--- src/hdl/gdo_pkg.sv ---
// shared types, constants and tables for the date offset pipeline
package gdo_pkg;

  localparam int JDN_W = 27;
  localparam int A_W   = 26;

  localparam logic [2:0] ST_OK        = 3'd0;
  localparam logic [2:0] ST_BAD_YEAR  = 3'd1;
  localparam logic [2:0] ST_BAD_MONTH = 3'd2;
  localparam logic [2:0] ST_BAD_DAY   = 3'd3;
  localparam logic [2:0] ST_RANGE     = 3'd4;

  localparam int JDN_BIAS  = 32045;
  localparam int JDN_SHIFT = 32044;
  localparam int JDN_LO    = 1721426;
  localparam int YEAR_BIAS = 4800;

  // reciprocals for exact division by constants
  localparam logic [14:0] R100  = 15'((64'd1 << 21) / 64'd100 + 64'd1);
  localparam logic [28:0] R146  = 29'(((64'd1 << 46) + 64'd146096) / 64'd146097);
  localparam logic [20:0] R1461 = 21'(((64'd1 << 31) + 64'd1460) / 64'd1461);
  localparam logic [11:0] R153  = 12'(((64'd1 << 19) + 64'd152) / 64'd153);

  typedef struct packed {
    logic                    vld;
    logic [2:0]              status;
    logic signed [JDN_W-1:0] jdn0;
    logic signed [20:0]      off;
  } conv_t;

  typedef struct packed {
    logic        vld;
    logic [2:0]  status;
    logic [13:0] year;
    logic [3:0]  month;
    logic [4:0]  day;
    logic [2:0]  weekday;
    logic [22:0] day_number;
  } res_t;

  // days before month mm, counted from march
  function automatic logic [8:0] month_base(input logic [3:0] mm);
    logic [8:0] r;
    case (mm)
      4'd0:    r = 9'd0;
      4'd1:    r = 9'd31;
      4'd2:    r = 9'd61;
      4'd3:    r = 9'd92;
      4'd4:    r = 9'd122;
      4'd5:    r = 9'd153;
      4'd6:    r = 9'd184;
      4'd7:    r = 9'd214;
      4'd8:    r = 9'd245;
      4'd9:    r = 9'd275;
      4'd10:   r = 9'd306;
      4'd11:   r = 9'd337;
      default: r = 9'd0;
    endcase
    return r;
  endfunction

  function automatic logic [4:0] month_len(input logic [3:0] m, input logic leap);
    logic [4:0] r;
    case (m)
      4'd1, 4'd3, 4'd5, 4'd7, 4'd8, 4'd10, 4'd12: r = 5'd31;
      4'd4, 4'd6, 4'd9, 4'd11:                    r = 5'd30;
      4'd2:    r = leap ? 5'd29 : 5'd28;
      default: r = 5'd0;
    endcase
    return r;
  endfunction

endpackage

--- src/hdl/gdo_if.sv ---
// handshake channels for date words and result words
interface gdo_in_if;
  logic               valid;
  logic               ready;
  logic [13:0]        in_year;
  logic [3:0]         in_month;
  logic [4:0]         in_day;
  logic signed [20:0] day_offset;
  modport source (output valid, in_year, in_month, in_day, day_offset, input ready);
  modport sink (input valid, in_year, in_month, in_day, day_offset, output ready);
endinterface

interface gdo_out_if;
  logic        valid;
  logic        ready;
  logic [2:0]  status;
  logic [13:0] out_year;
  logic [3:0]  out_month;
  logic [4:0]  out_day;
  logic [2:0]  weekday;
  logic [22:0] day_number;
  modport source (output valid, status, out_year, out_month, out_day, weekday, day_number,
                  input ready);
  modport sink (input valid, status, out_year, out_month, out_day, weekday, day_number,
                output ready);
endinterface

--- src/hdl/gdo_to_jdn.sv ---
// date check and date to day number, two stages
module gdo_to_jdn import gdo_pkg::*; (
  input  logic               clk,
  input  logic               rst,
  input  logic               adv,
  input  logic               in_vld,
  input  logic [13:0]        in_year,
  input  logic [3:0]         in_month,
  input  logic [4:0]         in_day,
  input  logic signed [20:0] day_offset,
  output conv_t              conv
);

  logic               s1_vld;
  logic [13:0]        s1_y;
  logic [3:0]         s1_m;
  logic [4:0]         s1_d;
  logic signed [20:0] s1_off;
  logic [14:0]        s1_yy;
  logic [3:0]         s1_mm;
  logic [7:0]         s1_y100;
  logic [8:0]         s1_yy100;
  logic [6:0]         s1_yy400;

  logic        early;
  logic [14:0] yy;
  logic [28:0] py;
  logic [29:0] pyy;
  logic [27:0] pyy4;

  assign early = (in_month < 4'd3);
  assign yy    = 15'(in_year) + 15'(YEAR_BIAS) - 15'(early);
  assign py    = 29'(in_year) * 29'(R100);
  assign pyy   = 30'(yy) * 30'(R100);
  assign pyy4  = 28'(yy[14:2]) * 28'(R100);

  always_ff @(posedge clk) begin
    if (rst) begin
      s1_vld <= 1'b0;
    end else if (adv) begin
      s1_vld <= in_vld;
    end
    if (adv) begin
      s1_y     <= in_year;
      s1_m     <= in_month;
      s1_d     <= in_day;
      s1_off   <= day_offset;
      s1_yy    <= yy;
      s1_mm    <= in_month + (early ? 4'd12 : 4'd0) - 4'd3;
      s1_y100  <= py[28:21];
      s1_yy100 <= pyy[29:21];
      s1_yy400 <= pyy4[27:21];
    end
  end

  logic                    leap;
  logic [14:0]             cent;
  logic [4:0]              mdays;
  logic [2:0]              status;
  logic signed [JDN_W-1:0] jdn0;

  assign cent  = 15'(s1_y100) * 15'd100;
  assign leap  = (s1_y[1:0] == 2'd0) && ((15'(s1_y) != cent) || (s1_y100[1:0] == 2'd0));
  assign mdays = month_len(s1_m, leap);
  assign jdn0  = JDN_W'(s1_d) + JDN_W'(month_base(s1_mm)) + JDN_W'(s1_yy) * JDN_W'(365)
               + JDN_W'(s1_yy[14:2]) - JDN_W'(s1_yy100) + JDN_W'(s1_yy400)
               - JDN_W'(JDN_BIAS);

  always_comb begin
    if (s1_y == 14'd0) begin
      status = ST_BAD_YEAR;
    end else if (s1_m == 4'd0 || s1_m > 4'd12) begin
      status = ST_BAD_MONTH;
    end else if (s1_d == 5'd0 || s1_d > mdays) begin
      status = ST_BAD_DAY;
    end else begin
      status = ST_OK;
    end
  end

  always_ff @(posedge clk) begin
    if (rst) begin
      conv.vld <= 1'b0;
    end else if (adv) begin
      conv.vld <= s1_vld;
    end
    if (adv) begin
      conv.status <= status;
      conv.jdn0   <= jdn0;
      conv.off    <= s1_off;
    end
  end

endmodule

--- src/hdl/gdo_from_jdn.sv ---
// offset add, range check, day number to date and weekday
module gdo_from_jdn import gdo_pkg::*; #(
  parameter int MAX_YEAR = 9999
) (
  input  logic  clk,
  input  logic  rst,
  input  logic  adv,
  input  conv_t conv,
  output res_t  res
);

  localparam int HI_YY  = MAX_YEAR + YEAR_BIAS;
  localparam int JDN_HI = 31 + 275 + 365 * HI_YY + HI_YY / 4 - HI_YY / 100 + HI_YY / 400
                        - JDN_BIAS;

  // stage 3: add offset
  logic                    s3_vld;
  logic [2:0]              s3_st;
  logic signed [JDN_W-1:0] s3_jdn;

  // stage 4: range check
  logic                    s4_vld;
  logic [2:0]              s4_st;
  logic signed [JDN_W-1:0] s4_jdn;
  logic [A_W-1:0]          s4_a;

  // stage 5: centuries
  logic                    s5_vld;
  logic [2:0]              s5_st;
  logic [22:0]             s5_jdn;
  logic [A_W-1:0]          s5_a;
  logic [9:0]              s5_b;
  logic [5:0]              s5_ws;

  // stage 6: day in century, weekday
  logic                    s6_vld;
  logic [2:0]              s6_st;
  logic [22:0]             s6_jdn;
  logic [9:0]              s6_b;
  logic [17:0]             s6_c;
  logic [2:0]              s6_wd;

  // stage 7: years in century
  logic                    s7_vld;
  logic [2:0]              s7_st;
  logic [22:0]             s7_jdn;
  logic [9:0]              s7_b;
  logic [17:0]             s7_c;
  logic [6:0]              s7_dd;
  logic [2:0]              s7_wd;

  // stage 8: day in year
  logic                    s8_vld;
  logic [2:0]              s8_st;
  logic [22:0]             s8_jdn;
  logic [9:0]              s8_b;
  logic [6:0]              s8_dd;
  logic [8:0]              s8_e;
  logic [2:0]              s8_wd;

  // stage 9: month
  logic                    s9_vld;
  logic [2:0]              s9_st;
  logic [22:0]             s9_jdn;
  logic [9:0]              s9_b;
  logic [6:0]              s9_dd;
  logic [8:0]              s9_e;
  logic [3:0]              s9_mm;
  logic [2:0]              s9_wd;

  logic [2:0]     st4;
  logic [A_W+1:0] num_b;
  logic [56:0]    pb;
  logic [A_W:0]   jp1;
  logic [5:0]     ws;
  logic [27:0]    pc;
  logic [3:0]     w1;
  logic [3:0]     w2;
  logic [2:0]     wd;
  logic [19:0]    num_dd;
  logic [40:0]    pdd;
  logic [17:0]    pe;
  logic [10:0]    num_mm;
  logic [22:0]    pmm;
  logic [16:0]    yr;
  logic [4:0]     dy;
  logic [3:0]     mo;

  always_comb begin
    st4 = s3_st;
    if (s3_st == ST_OK && (s3_jdn < JDN_W'(JDN_LO) || s3_jdn > JDN_W'(JDN_HI))) begin
      st4 = ST_RANGE;
    end
  end

  assign num_b = {s4_a, 2'b11};
  assign pb    = 57'(num_b) * 57'(R146);
  assign jp1   = (A_W+1)'(s4_jdn) + (A_W+1)'(1);

  // octal digit sum, since 8 is 1 mod 7
  always_comb begin
    ws = 6'd0;
    for (int i = 0; i < 9; i++) begin
      ws = ws + 6'((jp1 >> (3 * i)) & (A_W+1)'(7));
    end
  end

  assign pc = 28'(s5_b) * 28'd146097;
  assign w1 = 4'(s5_ws[5:3]) + 4'(s5_ws[2:0]);
  assign w2 = (w1 >= 4'd7) ? w1 - 4'd7 : w1;
  assign wd = (w2 >= 4'd7) ? 3'(w2 - 4'd7) : w2[2:0];

  assign num_dd = {s6_c, 2'b11};
  assign pdd    = 41'(num_dd) * 41'(R1461);
  assign pe     = 18'(s7_dd) * 18'd1461;

  assign num_mm = 11'(s8_e) * 11'd5 + 11'd2;
  assign pmm    = 23'(num_mm) * 23'(R153);

  assign dy = 5'(s9_e - month_base(s9_mm) + 9'd1);
  assign mo = (s9_mm < 4'd10) ? s9_mm + 4'd3 : s9_mm - 4'd9;
  assign yr = 17'(s9_b) * 17'd100 + 17'(s9_dd) - 17'(YEAR_BIAS)
            + 17'(s9_mm >= 4'd10);

  always_ff @(posedge clk) begin
    if (rst) begin
      s3_vld  <= 1'b0;
      s4_vld  <= 1'b0;
      s5_vld  <= 1'b0;
      s6_vld  <= 1'b0;
      s7_vld  <= 1'b0;
      s8_vld  <= 1'b0;
      s9_vld  <= 1'b0;
      res.vld <= 1'b0;
    end else if (adv) begin
      s3_vld  <= conv.vld;
      s4_vld  <= s3_vld;
      s5_vld  <= s4_vld;
      s6_vld  <= s5_vld;
      s7_vld  <= s6_vld;
      s8_vld  <= s7_vld;
      s9_vld  <= s8_vld;
      res.vld <= s9_vld;
    end
    if (adv) begin
      s3_st  <= conv.status;
      s3_jdn <= conv.jdn0 + JDN_W'(conv.off);

      s4_st  <= st4;
      s4_jdn <= s3_jdn;
      s4_a   <= A_W'(s3_jdn + JDN_W'(JDN_SHIFT));

      s5_st  <= s4_st;
      s5_jdn <= s4_jdn[22:0];
      s5_a   <= s4_a;
      s5_b   <= pb[55:46];
      s5_ws  <= ws;

      s6_st  <= s5_st;
      s6_jdn <= s5_jdn;
      s6_b   <= s5_b;
      s6_c   <= 18'(s5_a - A_W'(pc[27:2]));
      s6_wd  <= wd;

      s7_st  <= s6_st;
      s7_jdn <= s6_jdn;
      s7_b   <= s6_b;
      s7_c   <= s6_c;
      s7_dd  <= pdd[37:31];
      s7_wd  <= s6_wd;

      s8_st  <= s7_st;
      s8_jdn <= s7_jdn;
      s8_b   <= s7_b;
      s8_dd  <= s7_dd;
      s8_e   <= 9'(s7_c - pe[17:2]);
      s8_wd  <= s7_wd;

      s9_st  <= s8_st;
      s9_jdn <= s8_jdn;
      s9_b   <= s8_b;
      s9_dd  <= s8_dd;
      s9_e   <= s8_e;
      s9_mm  <= pmm[22:19];
      s9_wd  <= s8_wd;

      res.status <= s9_st;
      if (s9_st == ST_OK) begin
        res.year       <= yr[13:0];
        res.month      <= mo;
        res.day        <= dy;
        res.weekday    <= s9_wd;
        res.day_number <= s9_jdn;
      end else begin
        res.year       <= 14'd0;
        res.month      <= 4'd0;
        res.day        <= 5'd0;
        res.weekday    <= 3'd0;
        res.day_number <= 23'd0;
      end
    end
  end

endmodule

--- src/hdl/gregorian_date_offset_calc_top.sv ---
// top level of the gregorian date offset calculator
//
//  channel  dir  word
//  din      in   in_year, in_month, in_day, day_offset
//  dout     out  status, out_year, out_month, out_day, weekday, day_number
//
//  one word per cycle while dout is not stalled
//  each word passes through the ten register stages of the convert chain
//  rst is synchronous and clears only the stage valid bits
//  a stall on dout holds every stage; din.ready follows it
module gregorian_date_offset_calc_top import gdo_pkg::*; #(
  parameter int MAX_YEAR = 9999
) (
  input  logic       clk,
  input  logic       rst,
  gdo_in_if.sink     din,
  gdo_out_if.source  dout
);

  logic  adv;
  conv_t conv;
  res_t  res;

  assign adv       = !res.vld || dout.ready;
  assign din.ready = adv;

  gdo_to_jdn u_to_jdn (
    .clk        (clk),
    .rst        (rst),
    .adv        (adv),
    .in_vld     (din.valid),
    .in_year    (din.in_year),
    .in_month   (din.in_month),
    .in_day     (din.in_day),
    .day_offset (din.day_offset),
    .conv       (conv)
  );

  gdo_from_jdn #(
    .MAX_YEAR (MAX_YEAR)
  ) u_from_jdn (
    .clk  (clk),
    .rst  (rst),
    .adv  (adv),
    .conv (conv),
    .res  (res)
  );

  assign dout.valid      = res.vld;
  assign dout.status     = res.status;
  assign dout.out_year   = res.year;
  assign dout.out_month  = res.month;
  assign dout.out_day    = res.day;
  assign dout.weekday    = res.weekday;
  assign dout.day_number = res.day_number;

endmodule
--- src/flat_wrapper.sv ---
// flat-port wrapper written by rule: the top's interface ports become plain ports
module gregorian_date_offset_calc_top_flat import gdo_pkg::*;
#(
  parameter int MAX_YEAR = 9999
)
  (clk, rst, din_valid, din_in_year, din_in_month, din_in_day, din_day_offset, din_ready, dout_valid, dout_status, dout_out_year, dout_out_month, dout_out_day, dout_weekday, dout_day_number, dout_ready);
  gdo_in_if din_i ();
  gdo_out_if dout_i ();
  input  logic clk;
  input  logic rst;
  input wire logic [$bits(din_i.valid)-1:0] din_valid;
  input wire logic [$bits(din_i.in_year)-1:0] din_in_year;
  input wire logic [$bits(din_i.in_month)-1:0] din_in_month;
  input wire logic [$bits(din_i.in_day)-1:0] din_in_day;
  input wire logic [$bits(din_i.day_offset)-1:0] din_day_offset;
  output wire logic [$bits(din_i.ready)-1:0] din_ready;
  output wire logic [$bits(dout_i.valid)-1:0] dout_valid;
  output wire logic [$bits(dout_i.status)-1:0] dout_status;
  output wire logic [$bits(dout_i.out_year)-1:0] dout_out_year;
  output wire logic [$bits(dout_i.out_month)-1:0] dout_out_month;
  output wire logic [$bits(dout_i.out_day)-1:0] dout_out_day;
  output wire logic [$bits(dout_i.weekday)-1:0] dout_weekday;
  output wire logic [$bits(dout_i.day_number)-1:0] dout_day_number;
  input wire logic [$bits(dout_i.ready)-1:0] dout_ready;
  assign din_i.valid = din_valid;
  assign din_i.in_year = din_in_year;
  assign din_i.in_month = din_in_month;
  assign din_i.in_day = din_in_day;
  assign din_i.day_offset = din_day_offset;
  assign din_ready = din_i.ready;
  assign dout_valid = dout_i.valid;
  assign dout_status = dout_i.status;
  assign dout_out_year = dout_i.out_year;
  assign dout_out_month = dout_i.out_month;
  assign dout_out_day = dout_i.out_day;
  assign dout_weekday = dout_i.weekday;
  assign dout_day_number = dout_i.day_number;
  assign dout_i.ready = dout_ready;
  gregorian_date_offset_calc_top #(.MAX_YEAR(MAX_YEAR)) u_core (.clk(clk), .rst(rst), .din(din_i), .dout(dout_i));
endmodule
--- config.mk ---
export PLATFORM = sky130hd
export DESIGN_NAME = gregorian_date_offset_calc_top_flat
export DESIGN_NICKNAME = d
export VERILOG_FILES = /design/src/hdl/gdo_pkg.sv /design/src/hdl/gdo_if.sv /design/src/hdl/gdo_to_jdn.sv /design/src/hdl/gdo_from_jdn.sv /design/src/hdl/gregorian_date_offset_calc_top.sv /design/src/flat_wrapper.sv
export SDC_FILE = /design/constraint.sdc
export NUM_CORES = 2
export LEC_CHECK = 0
export ABC_AREA = 1
export BUFFER_PORTS_ARGS = -buffer_cell sky130_fd_sc_hd__buf_2
export CORE_UTILIZATION = 46
export CTS_CLUSTER_DIAMETER = 150
export DETAILED_ROUTE_END_ITERATION = 10
export PLACE_DENSITY = 0.69
export RECOVER_POWER = 50
export SYNTH_ARGS = -nofsm -noshare
export SYNTH_HDL_FRONTEND = slang
export SYNTH_HIERARCHICAL = 1
export SYNTH_SLANG_ARGS = --single-unit
--- constraint.sdc ---
create_clock -name clk -period 21.4 [get_ports clk]
set_input_delay 4.28 -clock clk [delete_from_list [all_inputs] [get_ports clk]]
set_output_delay 4.28 -clock clk [all_outputs]
set_load 0.005 [all_outputs]
==> results.txt <==
Share of post-route cells with drive strength above 1 = 2.71%
Final setup violation count = 0
Endpoint type of the worst setup path = flip-flop
Skew-Pair Late Insertion Delay = 670 ps
Grt total ovfl = 0
Clock root cell = clkbuf_16
Vias in the first global route = 47985
Min cycle time layout = 10660 ps
Routability-driven placement congestion ratio = 0.971
Post-synth top area cell = edfxtp_1
Required @ worst endpoint = 21790 ps
Ys Warns = 6
Mean Syn Cell Area = 9.69 um2
Critical-path top delay cell = fa_1
Number of detailed-route iterations in the first pass = 6
Nets = 9153
Most common flop cell mapped by yosys = edfxtp_1
Pin count of the biggest net entering global routing = 91
Layout Area Growth over Synthesis = 7.30%
Setup TNS = 0 ps
Worst rel slew slack = -25.9%
Avg WL per Cell = 17.5 um
Vias/cell = 5.04
Most instantiated cells after synthesis = inv_1 (1872), ha_1 (1175), nand2_1 (868)
H-tree depth = 3
Iter 0 DRT Violations = 2564
RSZ-0062 raised after global routing = false
Synth area leaders = edfxtp_1 (25%), fa_1 (24%), ha_1 (22%), inv_1 (10%), nand2_1 (4.8%)
Mapped Nets = 8987
GRT met3 Usage = 2.84%
Max Fclk = 93.8 MHz
Antenna violations before repair = 4
Gr usage total = 22.1%
Failing checks = capacitance limit, slew limit
Mapped cell area = 0.0675 mm2
HPWL Detailed = 138000 um
Vert. Die Dim = 385 um
Hold Fails Final Rpt = 0
Hold crit path type = flip-flop to flip-flop
Post-synthesis async set-or-reset flop share = 0%
Core region area = 0.146 mm2
Status = finished, violations left
Busiest grt layer = met2
Max capacitance violation total = 2
Num ports = 102
Cells after synthesis = 6971
Number of synthesized flops with an enable pin = 553
Worst Max-Slew Pin Slew = 1890 ps
Max Fanout on Critical Path = 6
TritonCTS clock tree = built
CP Launch Type = input pin
Most frequent CP cell = inv_1
Crit path DAT = 11060 ps
Final Cycle Share = 49.8%
CP peak stage delay = 620 ps
Site Rows = 140
Die footprint = 0.148 mm2
Total clock sinks = 577
Post-Route WL = 160000 um
Most numerous cell in the Yosys netlist = inv_1
CTS resizes = 0
Initial core utilization = 46.3%
Post-synthesis sequential element count = 577
Skew final = 50.6 ps
Clock Path Buffers = 3
Input/output buffers = 101
GRT met2 Usage = 37.9%
First-pass GRT wire length = 256000 um
Residual DRC count = 0
CTS hold repair buffers = 0
Grt met1 use = 29.8%
Max Slew Vio Count = 85
Top cell type's share of synthesized area = 24.6%
CTS Buf Count = 67
Die width = 385 um
Synth cell types = 68
Reg2reg setup slack = 14320 ps
Total setup buffers inserted after CTS = 0
Total number of vias = 45926
Critical path class = input pin to flip-flop
Clock slew at reported path FFs = 60 ps
Post-synthesis sequential area ratio = 25.3%
ANT nets after route = 0
==> sequential cells by signal, summed over array words and instances (netlist names), 10 cells and up, named ones only <==
name / cells
u_core/u_from_jdn/s4_jdn: 27
u_core/u_from_jdn/s8_jdn: 23
u_core/u_from_jdn/s6_jdn: 23
u_core/u_from_jdn/s5_jdn: 23
u_core/u_from_jdn/s7_b: 10
u_core/u_from_jdn/s5_b: 10
u_core/u_from_jdn/s5_a: 16
u_core/u_from_jdn/s7_jdn: 23
u_core/u_to_jdn/s1_y: 14
u_core/u_from_jdn/s4_a: 24
u_core/u_from_jdn/res: 53
u_core/u_to_jdn/s1_off: 21
u_core/u_from_jdn/s6_b: 10
u_core/u_from_jdn/s9_jdn: 23
u_core/u_from_jdn/s6_c: 18
u_core/u_to_jdn/s1_yy: 15
u_core/u_from_jdn/s3_jdn: 27
u_core/u_to_jdn/conv: 51
u_core/u_from_jdn/s9_b: 10
u_core/u_from_jdn/s8_b: 10
==> layout make-up <==
type / count / area, um2
timing repair buffer: 115 / 519
fill: 13405 / 73300
tap: 1917 / 2400
clock inverter: 45 / 423
clock buffer: 76 / 1710
sequential: 577 / 17100
inverter: 1884 / 7080
antenna: 1 / 2.50
multi-input combinational: 4492 / 43200
==> layer usage <==
layer  routed length, um  up-vias
met5                  13        -
met1               72900    22366
met2               76000      957
met4                3370        2
li1                    -    22426
met3                7380      175
==> stage by stage <==
stage	utilization (%)	cells	instance area (um2)	setup slack (ps)	hold slack, ps
floorplan	-	6971	67500	993	400
global placement	48.4	8985	70500	10090	400
detailed placement	48.4	8985	70500	10050	405
CTS	49.8	9106	72600	10770	411
global route	49.7	9106	72500	10320	420
finish	49.7	9107	72500	10740	409
==> logic make-up after synthesis <==
| group | count (synthesis) | share of synthesized area [%] |
|---|---|---|
| multiplexers | 2 | 0.0333 |
| buffers and inverters | 1902 | 10.6 |
| XOR/XNOR | 230 | 3.06 |
| adder cells (fa/ha/maj) | 1968 | 45.3 |
| AND/OR/NAND/NOR | 1639 | 10.3 |
| AO/OA/AOI/OAI | 650 | 5.43 |
| other | 3 | 0.0167 |
| flip-flops | 577 | 25.3 |
==> critical path, delay by kind of cell <==
kind | cells | cell delay (ps)
adders and majority gates | 10 | 3790
AOI/OAI and AO/OA | 4 | 1210
and+or+nand+nor | 8 | 750
buffers and inverters | 7 | 610
xor gates and xnor gates | 2 | 390
==> worst paths after layout <==
check	start	to	cells after the start
setup / recovery	din_in_month[2]	u_core/u_to_jdn/s1_yy400[6]	31
setup reg to reg	u_core/u_from_jdn/s4_a[8]	u_core/u_from_jdn/s5_b[8]	19
hold / removal	u_core/u_from_jdn/s8_b[3]	u_core/u_from_jdn/s9_b[3]	0
hold reg to reg	u_core/u_from_jdn/s8_b[3]	u_core/u_from_jdn/s9_b[3]	0
==> layout by cell type, fill, tap and decap left out, types with 74 or more instances in the layout <==
master,count
inv_1,1872
clkbuf_1,74
nor3_1,76
a21oi_1,299
o21ai_0,180
xor2_1,155
ha_1,1175
nand2_1,869
edfxtp_1,553
nand3_1,210
nor2_1,348
fa_1,793
Power is not shown: default switching activity piles up to over one toggle a cycle in this logic, so the estimate is an artifact.
